File: src/lru_key_value_cache_defines.svh
// Assertion shorthands for the cache block.
// Each one is a single concurrent assertion on a rising clock edge,
// switched off while reset is high.
`ifndef LRU_KEY_VALUE_CACHE_DEFINES_SVH
`define LRU_KEY_VALUE_CACHE_DEFINES_SVH

// Condition that holds at every edge.
`define LKVC_ASSERT_ALWAYS(label, clk, rst, cond, msg) \
   label: assert property (@(posedge clk) disable iff (rst) (cond)) \
      else $error(msg);

// Consequence in the same cycle.
`define LKVC_ASSERT_IMP(label, clk, rst, ante, cons, msg) \
   label: assert property (@(posedge clk) disable iff (rst) (ante) |-> (cons)) \
      else $error(msg);

// Consequence in the cycle after.
`define LKVC_ASSERT_NXT(label, clk, rst, ante, cons, msg) \
   label: assert property (@(posedge clk) disable iff (rst) (ante) |=> (cons)) \
      else $error(msg);

`endif

File: src/lkvc_pkg.sv
`default_nettype none

package lkvc_pkg;

   // request kinds
   localparam logic KIND_GET = 1'b0;
   localparam logic KIND_PUT = 1'b1;

   // capacity register
   localparam int unsigned CAP_W = 5;
   localparam logic [CAP_W-1:0] CAP_RESET = 5'd16;

   // returned by a get that misses
   localparam logic signed [31:0] MISS_VALUE = 32'hFFFF_FFFF;

   typedef struct packed {
      logic               kind;
      logic signed [31:0] key;
      logic signed [31:0] value;
   } req_type;

   typedef struct packed {
      logic               found;
      logic signed [31:0] read_value;
   } rsp_type;

endpackage

`default_nettype wire

File: src/lru_key_value_cache.sv
`default_nettype none
`include "lru_key_value_cache_defines.svh"

// Fully associative key/value cache with least-recently-used replacement.
// A request is a get (kind 0) or a put (kind 1); each request gives exactly
// one response. A get returns found=1 and the stored value on a hit, or
// found=0 and -1 on a miss; a put returns 0 with found telling whether the
// key was already present. One request is worked on at a time by a small
// sequencer around a single key comparator and a single rank adder, with
// keys, values and recency ranks held in memories with one registered read
// port. A scan pass reads every slot to find the hit, a free slot and the oldest
// entry; an ageing pass then goes over every slot again and rewrites the ranks.
// A request that changes recency goes through both passes before its response,
// while a get that misses skips the ageing pass. The block returns to idle
// when the response is loaded and then takes a new request, even while that
// response is still stalled.
// The capacity register (csr_wr_data) limits entries in use before eviction:
// 0 acts as 1, anything above MAX_ENTRIES acts as MAX_ENTRIES, and lowering
// it below the current fill drops nothing. Write it only while idle.
module lru_key_value_cache #(
   parameter int unsigned MAX_ENTRIES = 16   // 1 .. 256
) (
   input  wire logic                        clock,
   input  wire logic                        reset,
   // request channel
   input  wire logic                        req_valid,
   output      logic                        req_stall,
   input  wire lkvc_pkg::req_type           req_data,
   // response channel
   output      logic                        rsp_valid,
   input  wire logic                        rsp_stall,
   output      lkvc_pkg::rsp_type           rsp_data,
   // capacity register
   input  wire logic                        csr_wr_en,
   input  wire logic [lkvc_pkg::CAP_W-1:0]  csr_wr_data
);

   // slot index and rank widths; ranks of valid slots are 0 .. fill-1
   localparam int unsigned IW    = (MAX_ENTRIES > 1) ? $clog2(MAX_ENTRIES) : 1;
   localparam int unsigned RW    = IW;
   localparam int unsigned CNT_W = $clog2(MAX_ENTRIES + 1);
   localparam int unsigned CMP_W = (CNT_W > lkvc_pkg::CAP_W) ? CNT_W : lkvc_pkg::CAP_W;
   localparam logic [IW-1:0] LAST_IDX = IW'(MAX_ENTRIES - 1);

   // sequencer states
   localparam logic [2:0] ST_IDLE      = 3'd0;
   localparam logic [2:0] ST_SCAN      = 3'd1;   // issue key/value/rank reads
   localparam logic [2:0] ST_SCAN_LAST = 3'd2;   // last read data arrives
   localparam logic [2:0] ST_DECIDE    = 3'd3;   // hit / fill / evict choice
   localparam logic [2:0] ST_AGE       = 3'd4;   // read-modify-write of ranks
   localparam logic [2:0] ST_AGE_LAST  = 3'd5;   // last rank write-back
   localparam logic [2:0] ST_COMMIT    = 3'd6;   // slot writes and response

   // ---------------------------------------------------------------------
   // State
   // ---------------------------------------------------------------------
   logic [2:0]              state_ff,  state_in;
   logic [IW-1:0]           cnt_ff,    cnt_in;     // read address
   logic                    pv_ff,     pv_in;      // read data valid
   logic [IW-1:0]           pidx_ff,   pidx_in;    // slot of read data
   lkvc_pkg::req_type       req_ff,    req_in;
   logic [lkvc_pkg::CAP_W-1:0] cap_ff, cap_in;
   logic [CNT_W-1:0]        used_ff,   used_in;
   logic [MAX_ENTRIES-1:0]  valid_ff,  valid_in;

   // scan results
   logic                    hit_ff,    hit_in;
   logic [IW-1:0]           hidx_ff,   hidx_in;
   logic [RW-1:0]           hrank_ff,  hrank_in;
   logic signed [31:0]      hval_ff,   hval_in;
   logic                    vic_ff,    vic_in;     // a victim has been seen
   logic [IW-1:0]           vidx_ff,   vidx_in;
   logic [RW-1:0]           vrank_ff,  vrank_in;
   logic                    free_ff,   free_in;
   logic [IW-1:0]           fidx_ff,   fidx_in;

   // update plan
   logic [IW-1:0]           tgt_ff,    tgt_in;     // slot made most recent
   logic [RW-1:0]           thr_ff,    thr_in;     // younger ranks age
   logic                    all_ff,    all_in;     // every valid rank ages
   logic                    fill_ff,   fill_in;    // new pair into a free slot
   logic                    upd_ff,    upd_in;     // recency changes

   // response register
   logic                    rsp_valid_ff, rsp_valid_in;
   lkvc_pkg::rsp_type       rsp_ff,       rsp_in;

   // memories and their registered read data
   logic signed [31:0]      key_mem  [MAX_ENTRIES];
   logic signed [31:0]      val_mem  [MAX_ENTRIES];
   logic [RW-1:0]           rank_mem [MAX_ENTRIES];
   logic signed [31:0]      key_rd_ff;
   logic signed [31:0]      val_rd_ff;
   logic [RW-1:0]           rank_rd_ff;

   // memory write ports
   logic                    rank_we;
   logic [IW-1:0]           rank_waddr;
   logic [RW-1:0]           rank_wdata;
   logic                    key_we;
   logic                    val_we;

   // helpers
   logic                    go;          // response register can be loaded
   logic                    is_put;
   logic                    rd_valid;    // valid bit of the slot just read
   logic [CMP_W-1:0]        cap_ext;
   logic [CMP_W-1:0]        eff_cap;
   logic                    room;

   assign req_stall = (state_ff != ST_IDLE);
   assign rsp_valid = rsp_valid_ff;
   assign rsp_data  = rsp_ff;

   assign go       = !rsp_valid_ff || !rsp_stall;
   assign is_put   = (req_ff.kind == lkvc_pkg::KIND_PUT);
   assign rd_valid = valid_ff[pidx_ff];

   // capacity clamped to 1 .. MAX_ENTRIES
   assign cap_ext = CMP_W'(cap_ff);
   assign eff_cap = (cap_ff == '0) ? CMP_W'(1)
                  : ((cap_ext > CMP_W'(MAX_ENTRIES)) ? CMP_W'(MAX_ENTRIES) : cap_ext);
   assign room    = (CMP_W'(used_ff) < eff_cap);

   // ---------------------------------------------------------------------
   // Sequencer and shared datapath
   // ---------------------------------------------------------------------
   always_comb begin
      state_in     = state_ff;
      cnt_in       = cnt_ff;
      pv_in        = 1'b0;
      pidx_in      = cnt_ff;
      req_in       = req_ff;
      cap_in       = cap_ff;
      used_in      = used_ff;
      valid_in     = valid_ff;
      hit_in       = hit_ff;
      hidx_in      = hidx_ff;
      hrank_in     = hrank_ff;
      hval_in      = hval_ff;
      vic_in       = vic_ff;
      vidx_in      = vidx_ff;
      vrank_in     = vrank_ff;
      free_in      = free_ff;
      fidx_in      = fidx_ff;
      tgt_in       = tgt_ff;
      thr_in       = thr_ff;
      all_in       = all_ff;
      fill_in      = fill_ff;
      upd_in       = upd_ff;
      rsp_valid_in = rsp_valid_ff;
      rsp_in       = rsp_ff;
      rank_we      = 1'b0;
      rank_waddr   = pidx_ff;
      rank_wdata   = rank_rd_ff + RW'(1);
      key_we       = 1'b0;
      val_we       = 1'b0;

      if (csr_wr_en) begin
         cap_in = csr_wr_data;
      end

      // response taken downstream
      if (rsp_valid_ff && !rsp_stall) begin
         rsp_valid_in = 1'b0;
      end

      // one slot of scan data: the shared key comparator and rank compare
      if (pv_ff && (state_ff == ST_SCAN || state_ff == ST_SCAN_LAST)) begin
         if (rd_valid && !hit_ff && (key_rd_ff == req_ff.key)) begin
            hit_in   = 1'b1;
            hidx_in  = pidx_ff;
            hrank_in = rank_rd_ff;
            hval_in  = val_rd_ff;
         end
         if (rd_valid && (!vic_ff || (rank_rd_ff > vrank_ff))) begin
            vic_in   = 1'b1;
            vidx_in  = pidx_ff;
            vrank_in = rank_rd_ff;
         end
         if (!rd_valid && !free_ff) begin
            free_in = 1'b1;
            fidx_in = pidx_ff;
         end
      end

      // one slot of ageing: the shared rank adder, written back in place
      if (pv_ff && (state_ff == ST_AGE || state_ff == ST_AGE_LAST)) begin
         rank_we = rd_valid && (pidx_ff != tgt_ff)
                && (all_ff || (rank_rd_ff < thr_ff));
      end

      unique case (state_ff)
         ST_IDLE: begin
            if (req_valid) begin
               req_in   = req_data;
               cnt_in   = '0;
               hit_in   = 1'b0;
               vic_in   = 1'b0;
               free_in  = 1'b0;
               state_in = ST_SCAN;
            end
         end
         ST_SCAN: begin
            pv_in = 1'b1;
            if (cnt_ff == LAST_IDX) begin
               cnt_in   = '0;
               state_in = ST_SCAN_LAST;
            end else begin
               cnt_in = cnt_ff + IW'(1);
            end
         end
         ST_SCAN_LAST: begin
            state_in = ST_DECIDE;
         end
         ST_DECIDE: begin
            fill_in = 1'b0;
            all_in  = 1'b0;
            upd_in  = 1'b1;
            cnt_in  = '0;
            priority if (hit_ff) begin
               tgt_in = hidx_ff;
               thr_in = hrank_ff;
            end else if (is_put && room) begin
               tgt_in  = fidx_ff;
               all_in  = 1'b1;
               fill_in = 1'b1;
            end else if (is_put) begin
               tgt_in = vidx_ff;
               thr_in = vrank_ff;
            end else begin
               upd_in = 1'b0;     // get miss leaves everything alone
            end
            state_in = (hit_ff || is_put) ? ST_AGE : ST_COMMIT;
         end
         ST_AGE: begin
            pv_in = 1'b1;
            if (cnt_ff == LAST_IDX) begin
               cnt_in   = '0;
               state_in = ST_AGE_LAST;
            end else begin
               cnt_in = cnt_ff + IW'(1);
            end
         end
         ST_AGE_LAST: begin
            state_in = ST_COMMIT;
         end
         ST_COMMIT: begin
            if (go) begin
               if (upd_ff) begin
                  rank_we    = 1'b1;
                  rank_waddr = tgt_ff;
                  rank_wdata = '0;
               end
               val_we = is_put;
               key_we = is_put && !hit_ff;
               if (fill_ff) begin
                  valid_in[tgt_ff] = 1'b1;
                  used_in          = used_ff + CNT_W'(1);
               end
               rsp_valid_in     = 1'b1;
               rsp_in.found     = hit_ff;
               rsp_in.read_value = is_put ? 32'sd0
                                 : (hit_ff ? hval_ff : lkvc_pkg::MISS_VALUE);
               state_in = ST_IDLE;
            end
         end
         default: begin
            state_in = ST_IDLE;
         end
      endcase
   end

   // control registers
   always_ff @(posedge clock) begin
      if (reset) begin
         state_ff     <= ST_IDLE;
         cnt_ff       <= '0;
         pv_ff        <= 1'b0;
         cap_ff       <= lkvc_pkg::CAP_RESET;
         used_ff      <= '0;
         valid_ff     <= '0;
         rsp_valid_ff <= 1'b0;
      end else begin
         state_ff     <= state_in;
         cnt_ff       <= cnt_in;
         pv_ff        <= pv_in;
         cap_ff       <= cap_in;
         used_ff      <= used_in;
         valid_ff     <= valid_in;
         rsp_valid_ff <= rsp_valid_in;
      end
   end

   // payload registers
   always_ff @(posedge clock) begin
      pidx_ff  <= pidx_in;
      req_ff   <= req_in;
      hit_ff   <= hit_in;
      hidx_ff  <= hidx_in;
      hrank_ff <= hrank_in;
      hval_ff  <= hval_in;
      vic_ff   <= vic_in;
      vidx_ff  <= vidx_in;
      vrank_ff <= vrank_in;
      free_ff  <= free_in;
      fidx_ff  <= fidx_in;
      tgt_ff   <= tgt_in;
      thr_ff   <= thr_in;
      all_ff   <= all_in;
      fill_ff  <= fill_in;
      upd_ff   <= upd_in;
      rsp_ff   <= rsp_in;
   end

   // slot memories: one write port, one registered read port at cnt_ff
   always_ff @(posedge clock) begin
      if (key_we) begin
         key_mem[tgt_ff] <= req_ff.key;
      end
      key_rd_ff <= key_mem[cnt_ff];
   end

   always_ff @(posedge clock) begin
      if (val_we) begin
         val_mem[tgt_ff] <= req_ff.value;
      end
      val_rd_ff <= val_mem[cnt_ff];
   end

   always_ff @(posedge clock) begin
      if (rank_we) begin
         rank_mem[rank_waddr] <= rank_wdata;
      end
      rank_rd_ff <= rank_mem[cnt_ff];
   end

   // ---------------------------------------------------------------------
   // Assertions
   // ---------------------------------------------------------------------
   `LKVC_ASSERT_ALWAYS(a_fill_count, clock, reset, $countones(valid_ff) == int'(used_ff), "fill count disagrees with valid bits")
   `LKVC_ASSERT_NXT(a_accept_scans, clock, reset, req_valid && !req_stall, state_ff == ST_SCAN, "accepted request did not start a scan")
   `LKVC_ASSERT_IMP(a_rsp_from_commit, clock, reset, $rose(rsp_valid), $past(state_ff) == ST_COMMIT, "response raised outside commit")
   `LKVC_ASSERT_IMP(a_fill_free_slot, clock, reset, state_ff == ST_COMMIT && fill_ff, free_ff && !valid_ff[fidx_ff] && (tgt_ff == fidx_ff), "fill aimed at an occupied slot")

endmodule

`default_nettype wire

File: config.mk
export PLATFORM = sky130hd
export DESIGN_NAME = lru_key_value_cache
export DESIGN_NICKNAME = d
export VERILOG_FILES = /design/src/lkvc_pkg.sv /design/src/lru_key_value_cache.sv
export VERILOG_INCLUDE_DIRS = /design/src /design/src/src
export SDC_FILE = /design/constraint.sdc
export NUM_CORES = 1
export LEC_CHECK = 0
export BUFFER_PORTS_ARGS = -buffer_cell sky130_fd_sc_hd__buf_4
export CAP_MARGIN = 30
export CORE_MARGIN = 3
export CORE_UTILIZATION = 30
export DETAILED_ROUTE_END_ITERATION = 10
export PLACE_DENSITY_LB_ADDON = 0.12
export RECOVER_POWER = 50
export SLEW_MARGIN = 20
export SYNTH_ARGS = -nofsm -noshare
export SYNTH_HDL_FRONTEND = slang
export SYNTH_SLANG_ARGS = --single-unit
File: constraint.sdc
create_clock -name clock -period 17.9 [get_ports clock]
set_clock_uncertainty 0.15 [all_clocks]
set_input_delay 0.895 -clock clock [delete_from_list [all_inputs] [get_ports clock]]
set_output_delay 0.895 -clock clock [all_outputs]
set_load 0.01 [all_outputs]
After elaboration in Yosys (flattened, before gate mapping) --
Memory sizes are Yosys's and may differ from the RTL's. A register that Yosys moved wholly into a read port is not among the register bits. Index checks and enable logic that the tools add are counted. Widths: inputs -> output; s select.
Operators by class: muxes and demuxes 60, reduce and logical (&&, ||, !) cells 42, bitwise logic cells 1, eq/ne operators 14, $lt $le $gt $ge 7, add/sub/neg operators 3
Operators by type and width (count):
- $mux 4 | 14
- $mux 1 | 34
- $eq 32x32->1 | 1
- $mux 32 | 1
- $pmux 3 s7 | 1
- $or 16x16->16 | 1
- $reduce_and 2->1 | 7
- $logic_and 1x1->1 | 12
- $mux 3 | 4
- $pmux 4 s3 | 1
- $lt 4x5->1 const B | 2
- $mux 5 | 2
- $eq 3x3->1 const B | 3
- $reduce_bool 3->1 | 3
- $add 4x1->4 const B | 2
- $eq 3x2->1 const B | 2
- $logic_not 1->1 | 6
- $logic_or 1x1->1 | 6
- $ne 2x2->1 const B | 3
- $reduce_and 3->1 | 2
- $add 5x1->5 const B | 1
- $gt 5x5->1 const B | 1
- $logic_not 5->1 | 1
- $lt 5x5->1 | 1
- 14 further kinds | 16
Word-level totals: register bits after elaboration 202, memories kept 3, input port bits 75, bits in writable memories 1088, output and inout bits 35
Memories:
- key_mem | words 16, width 32, read ports 1, clocked after Yosys merged registers in 1, wr ports 1, line lru_key_value_cache.sv:89 | logic signed [31:0] key_mem [MAX_ENTRIES];
- val_mem | words 16, width 32, read ports 1, clocked after Yosys merged registers in 1, wr ports 1, line lru_key_value_cache.sv:90 | logic signed [31:0] val_mem [MAX_ENTRIES];
- rank_mem | words 16, width 4, read ports 1, clocked after Yosys merged registers in 1, wr ports 1, line lru_key_value_cache.sv:91 | logic [RW-1:0] rank_mem [MAX_ENTRIES];

Depth between registers and ports, before layout --
word-level depth 10, mapped depth 8, depth with buffers taken out 8

Worst setup path after synthesis --
Ideal clock, no wire load.
path type reg2reg, from register pidx_ff[2], to register hidx_ff[0], enable pin, data required time 17.209 ns, cell stages (with the launch flop) 6, setup slack 12.134 ns, arrival time 5.075 ns, path buffers 1, period minus slack after synthesis 5.766 ns, setup time 0.541 ns, path through dfxtp_1 -> buf_4 -> mux4_2 -> mux2_2 -> a22oi_2 -> nor4_1
Between the ends: cells in the longest elaborated chain, start to end 5
Ends and longest elaborated chain:
- start: declaration | line lru_key_value_cache.sv:60 | logic [IW-1:0] pidx_ff, pidx_in;
- start signal: assignment | line lru_key_value_cache.sv:297 | pidx_ff <= pidx_in;
- $bmux 1 s4 | line lru_key_value_cache.sv:117 | assign rd_valid = valid_ff[pidx_ff];
- $mux 1 (not written as such) | line lru_key_value_cache.sv:117
- $logic_and 1x1->1 (2 in a row) | line lru_key_value_cache.sv:170 | if (rd_valid && !hit_ff && (key_rd_ff == req_ff.key)) begin
- $reduce_and 2->1 (no source line)
- end signal: assignment | line lru_key_value_cache.sv:300 | hidx_ff <= hidx_in;
- end: declaration | line lru_key_value_cache.sv:68 | logic [IW-1:0] hidx_ff, hidx_in;
Every way passes these cells. The select of a mux whose other input is x is not followed. A chain may end at the register's enable or synchronous reset.

==> impl_metrics.toml <==
[logic_synthesis]
synth_cell_types = 49
ys_seq_area_share_pct = 78.66
postSynthCellCount = 2220
synth_top_area_share_pct = 74.30
synth_edf_count = 1248
ys_seq_elements = 1358
synthTopCellsByArea = "edfxtp_1, mux4_2, dfxtp_1"
synth_warnings = 0
synth_top_flop_cell = "edfxtp_1"
synth_area_sq_um = 50440
async_flop_share_pct = 0
synth_nets = 2309
yosys.area.top_type = "edfxtp_1"
syn_avg_cell_area_sq_um = 22.72

[clock_network]
post_cts_buffers = 0
clock-sinks = 1358
path_clk_slew_ns = 0.06
numCtsBuffers = 153
cts-resized-gates = 0
cts_root_buf = "clkbuf_16"
htree_levels = 4
ctsHoldBuffers = 0
clock_path_buffers = 3
cts_tree = "built"
worstSkewPairLatency_ns = 0.79

[power_and_ir_drop]
powerDensity_nw_per_um2 = 114.9
p_sw_share_pct = 20.96
seq_power_share_pct = 52.3
p_int_w = 0.005357
clkPwrFrac_pct = 44.9
combPwrFrac_pct = 2.8
p_leak_nw = 18.14
finalPower_w = 0.006778
p_sw_w = 0.001421
ir_drop_v = 0.00009040

[layout]
final_nets = 2525
layoutNonFillerInstCount = 4755
layout_common_cells = "edfxtp_1, mux4_2, clkbuf_16, dfxtp_1, buf_4"
final_common_cell = "edfxtp_1"
utilization_pct = 35.55
antennaDiodeCount = 0
nFillCells = 15307
drive_gt1_share_pct = 29.03
area_growth_pct = 16.95

[sta]
fin_crit_sh_pct = 30.24
fin_tns_setup_ns = 0
setup_viol = 0
maxSlewHeadroom_pct = -114.4
hold_ws_ns = 0.1570
fin_crit_ns = 5.412
hold_viol = 0
tightest_slew_ns = 3.215
grt_setup_unrepaired = "false"
slew_violations = 257
max_freq_ghz = 0.1848

[die]
chipWidth_microns = 416.0
die_h_microns = 416.0
die_area_sq_um = 173100
floorplan.rows = 149
core_sq_um = 165900
ios = 110
initial_core_util_pct = 30.40

[run]
drv_cap = 7

[global_routing]
overflow = 0
grt_pass1_wl_microns = 180500
busiest_layer = "met2"
track_usage_pct = 14.49
grt_pass1_vias = 24677
met3_usage_pct = 2.651
met1_usage_pct = 19.69
gr-usage-met2_pct = 23.96
antenna_found_initial = 0
grt_max_degree = 101

[worst_setup_path]
end_kind = "flip-flop"
worst-path-max-fanout = 59
critPathRequiredTime_ns = 18.39
cp.arrival_ns = 5.90
path_class = "reg2reg"
start_kind = "flip-flop"

[detailed_routing]
drc = 0
drt-initial-drc-count = 1722
vias = 22523
postRouteAntennaNets = 0
vias_per_cell = 4.737
wl_per_cell_microns = 26.19
drtPass1Iterations = 5
wl_microns = 124600

[status]
violations = "max-capacitance violations, max-slew violations"
outcome = "finished with violations"

[hold_path]
hp-class = "in2reg"

[place]
place_inst = 4464
port_buffers = 109
dp_hpwl_microns = 63040
place_congestion = 0.7190
-- power by group through the flow --
stage / logic (W) / registers (W) / clock network (W)
floorplan: 0.000148 / 0.00358 / 0
global placement: 0.000195 / 0.00361 / 0
detailed placement: 0.000198 / 0.00361 / 0
CTS: 0.000198 / 0.00354 / 0.00315
global route: 0.000208 / 0.00355 / 0.00329
finish: 0.000190 / 0.00354 / 0.00304
-- layer usage --
metal / up-vias / routed length (microns) / share of wire [%]
li1: 9659 / - / -
met1: 12248 / 55810 / 45
met2: 459 / 61480 / 49
met3: 157 / 4791 / 3.8
met4: 0 / 2471 / 2.0
met5: - / 0 / 0
-- metrics by stage --
step / cell area [sq um] / setup WS [ns]
global placement: 54030 / 13.40
finish: 58990 / 12.49
CTS: 59020 / 13.31
global route: 58990 / 12.18
detailed placement: 54070 / 13.32
floorplan: 50440 / 12.13
-- cell families after synthesis --
logic type	synth area share (%)
muxes	15.68
and+or+nand+nor	1.724
AOI/OAI and AO/OA	1.220
buffers and inverters	1.612
xor gates and xnor gates	0.7467
adders and majority gates	0.3473
DFF	78.66
-- synth_stat cells (2+ instances only) --
cell      number
or2_2          3
buf_2         11
ha_1          14
nand2b_1      10
nor3_1         7
mux2_2         7
o21a_1         3
nor3b_1        2
buf_6         28
a21o_1         3
and3b_1        2
nor2_1        82
edfxtp_1    1248
nor2b_1        7
buf_1         18
o22ai_1       13
clkbuf_1      49
a21oi_1       62
xor2_1        37
and2_1         4
dfxtp_1      110
inv_1         49
mux2_1         4
mux2i_1        4
o21ai_0        7
and3_1         4
or3_1          2
nand3b_1       2
xnor2_1        6
nand4_1        7
mux4_2       344
nand2_1       31
nand3_1       12
nor4_1        10
a22oi_1        4
-- flip-flops by register name, summed over array words and instances, names as in the netlist, 3 cells and up --
signal      cells
cap_ext         5
cnt_ff          4
fidx_ff         4
hidx_ff         4
hrank_ff        4
hval_ff        32
key_mem       512
key_rd_ff      32
pidx_ff         4
rank_mem       64
rank_rd_ff      4
req_ff         64
rsp_data       33
state_ff        3
tgt_ff          4
thr_ff          4
used_ff         5
val_mem       512
val_rd_ff      32
valid_ff       16
vidx_ff         4
vrank_ff        4
-- path summary, 6_finish.rpt --
check                    startpoint                    end  slack [ns]  depth (start not counted)
min reg2reg    val_rd_ff[0]$_DFF_P_   hval_ff[0]$_DFFE_PP_        0.25                          0
max reg2reg  cnt_ff[1]$_SDFFE_PP0P_  val_rd_ff[21]$_DFF_P_       12.49                          4
min                    req_data[52]   req_ff[52]$_DFFE_PP_        0.16                          1
max          cnt_ff[1]$_SDFFE_PP0P_  val_rd_ff[21]$_DFF_P_       12.49                          4
-- critical path: stages (launching register included) --
cell,delay (ns)
dfxtp_1,2.27
buf_4,1.01
buf_4,0.86
mux4_2,0.42
mux4_2,0.49
-- area by class of cell --
cell class / instances / area (sq um) / share of cell area (%)
flip-flops and latches: 1358 / 39690 / 67.28
multi-input cells: 706 / 10210 / 17.30
clock buffers: 219 / 4268 / 7.235
well taps: 2189 / 2739 / 4.643
repair buffers: 168 / 1215 / 2.060
clock inverters: 66 / 685.7 / 1.162
inverters: 49 / 185.2 / 0.3139
(Power assumes the default switching activity.)
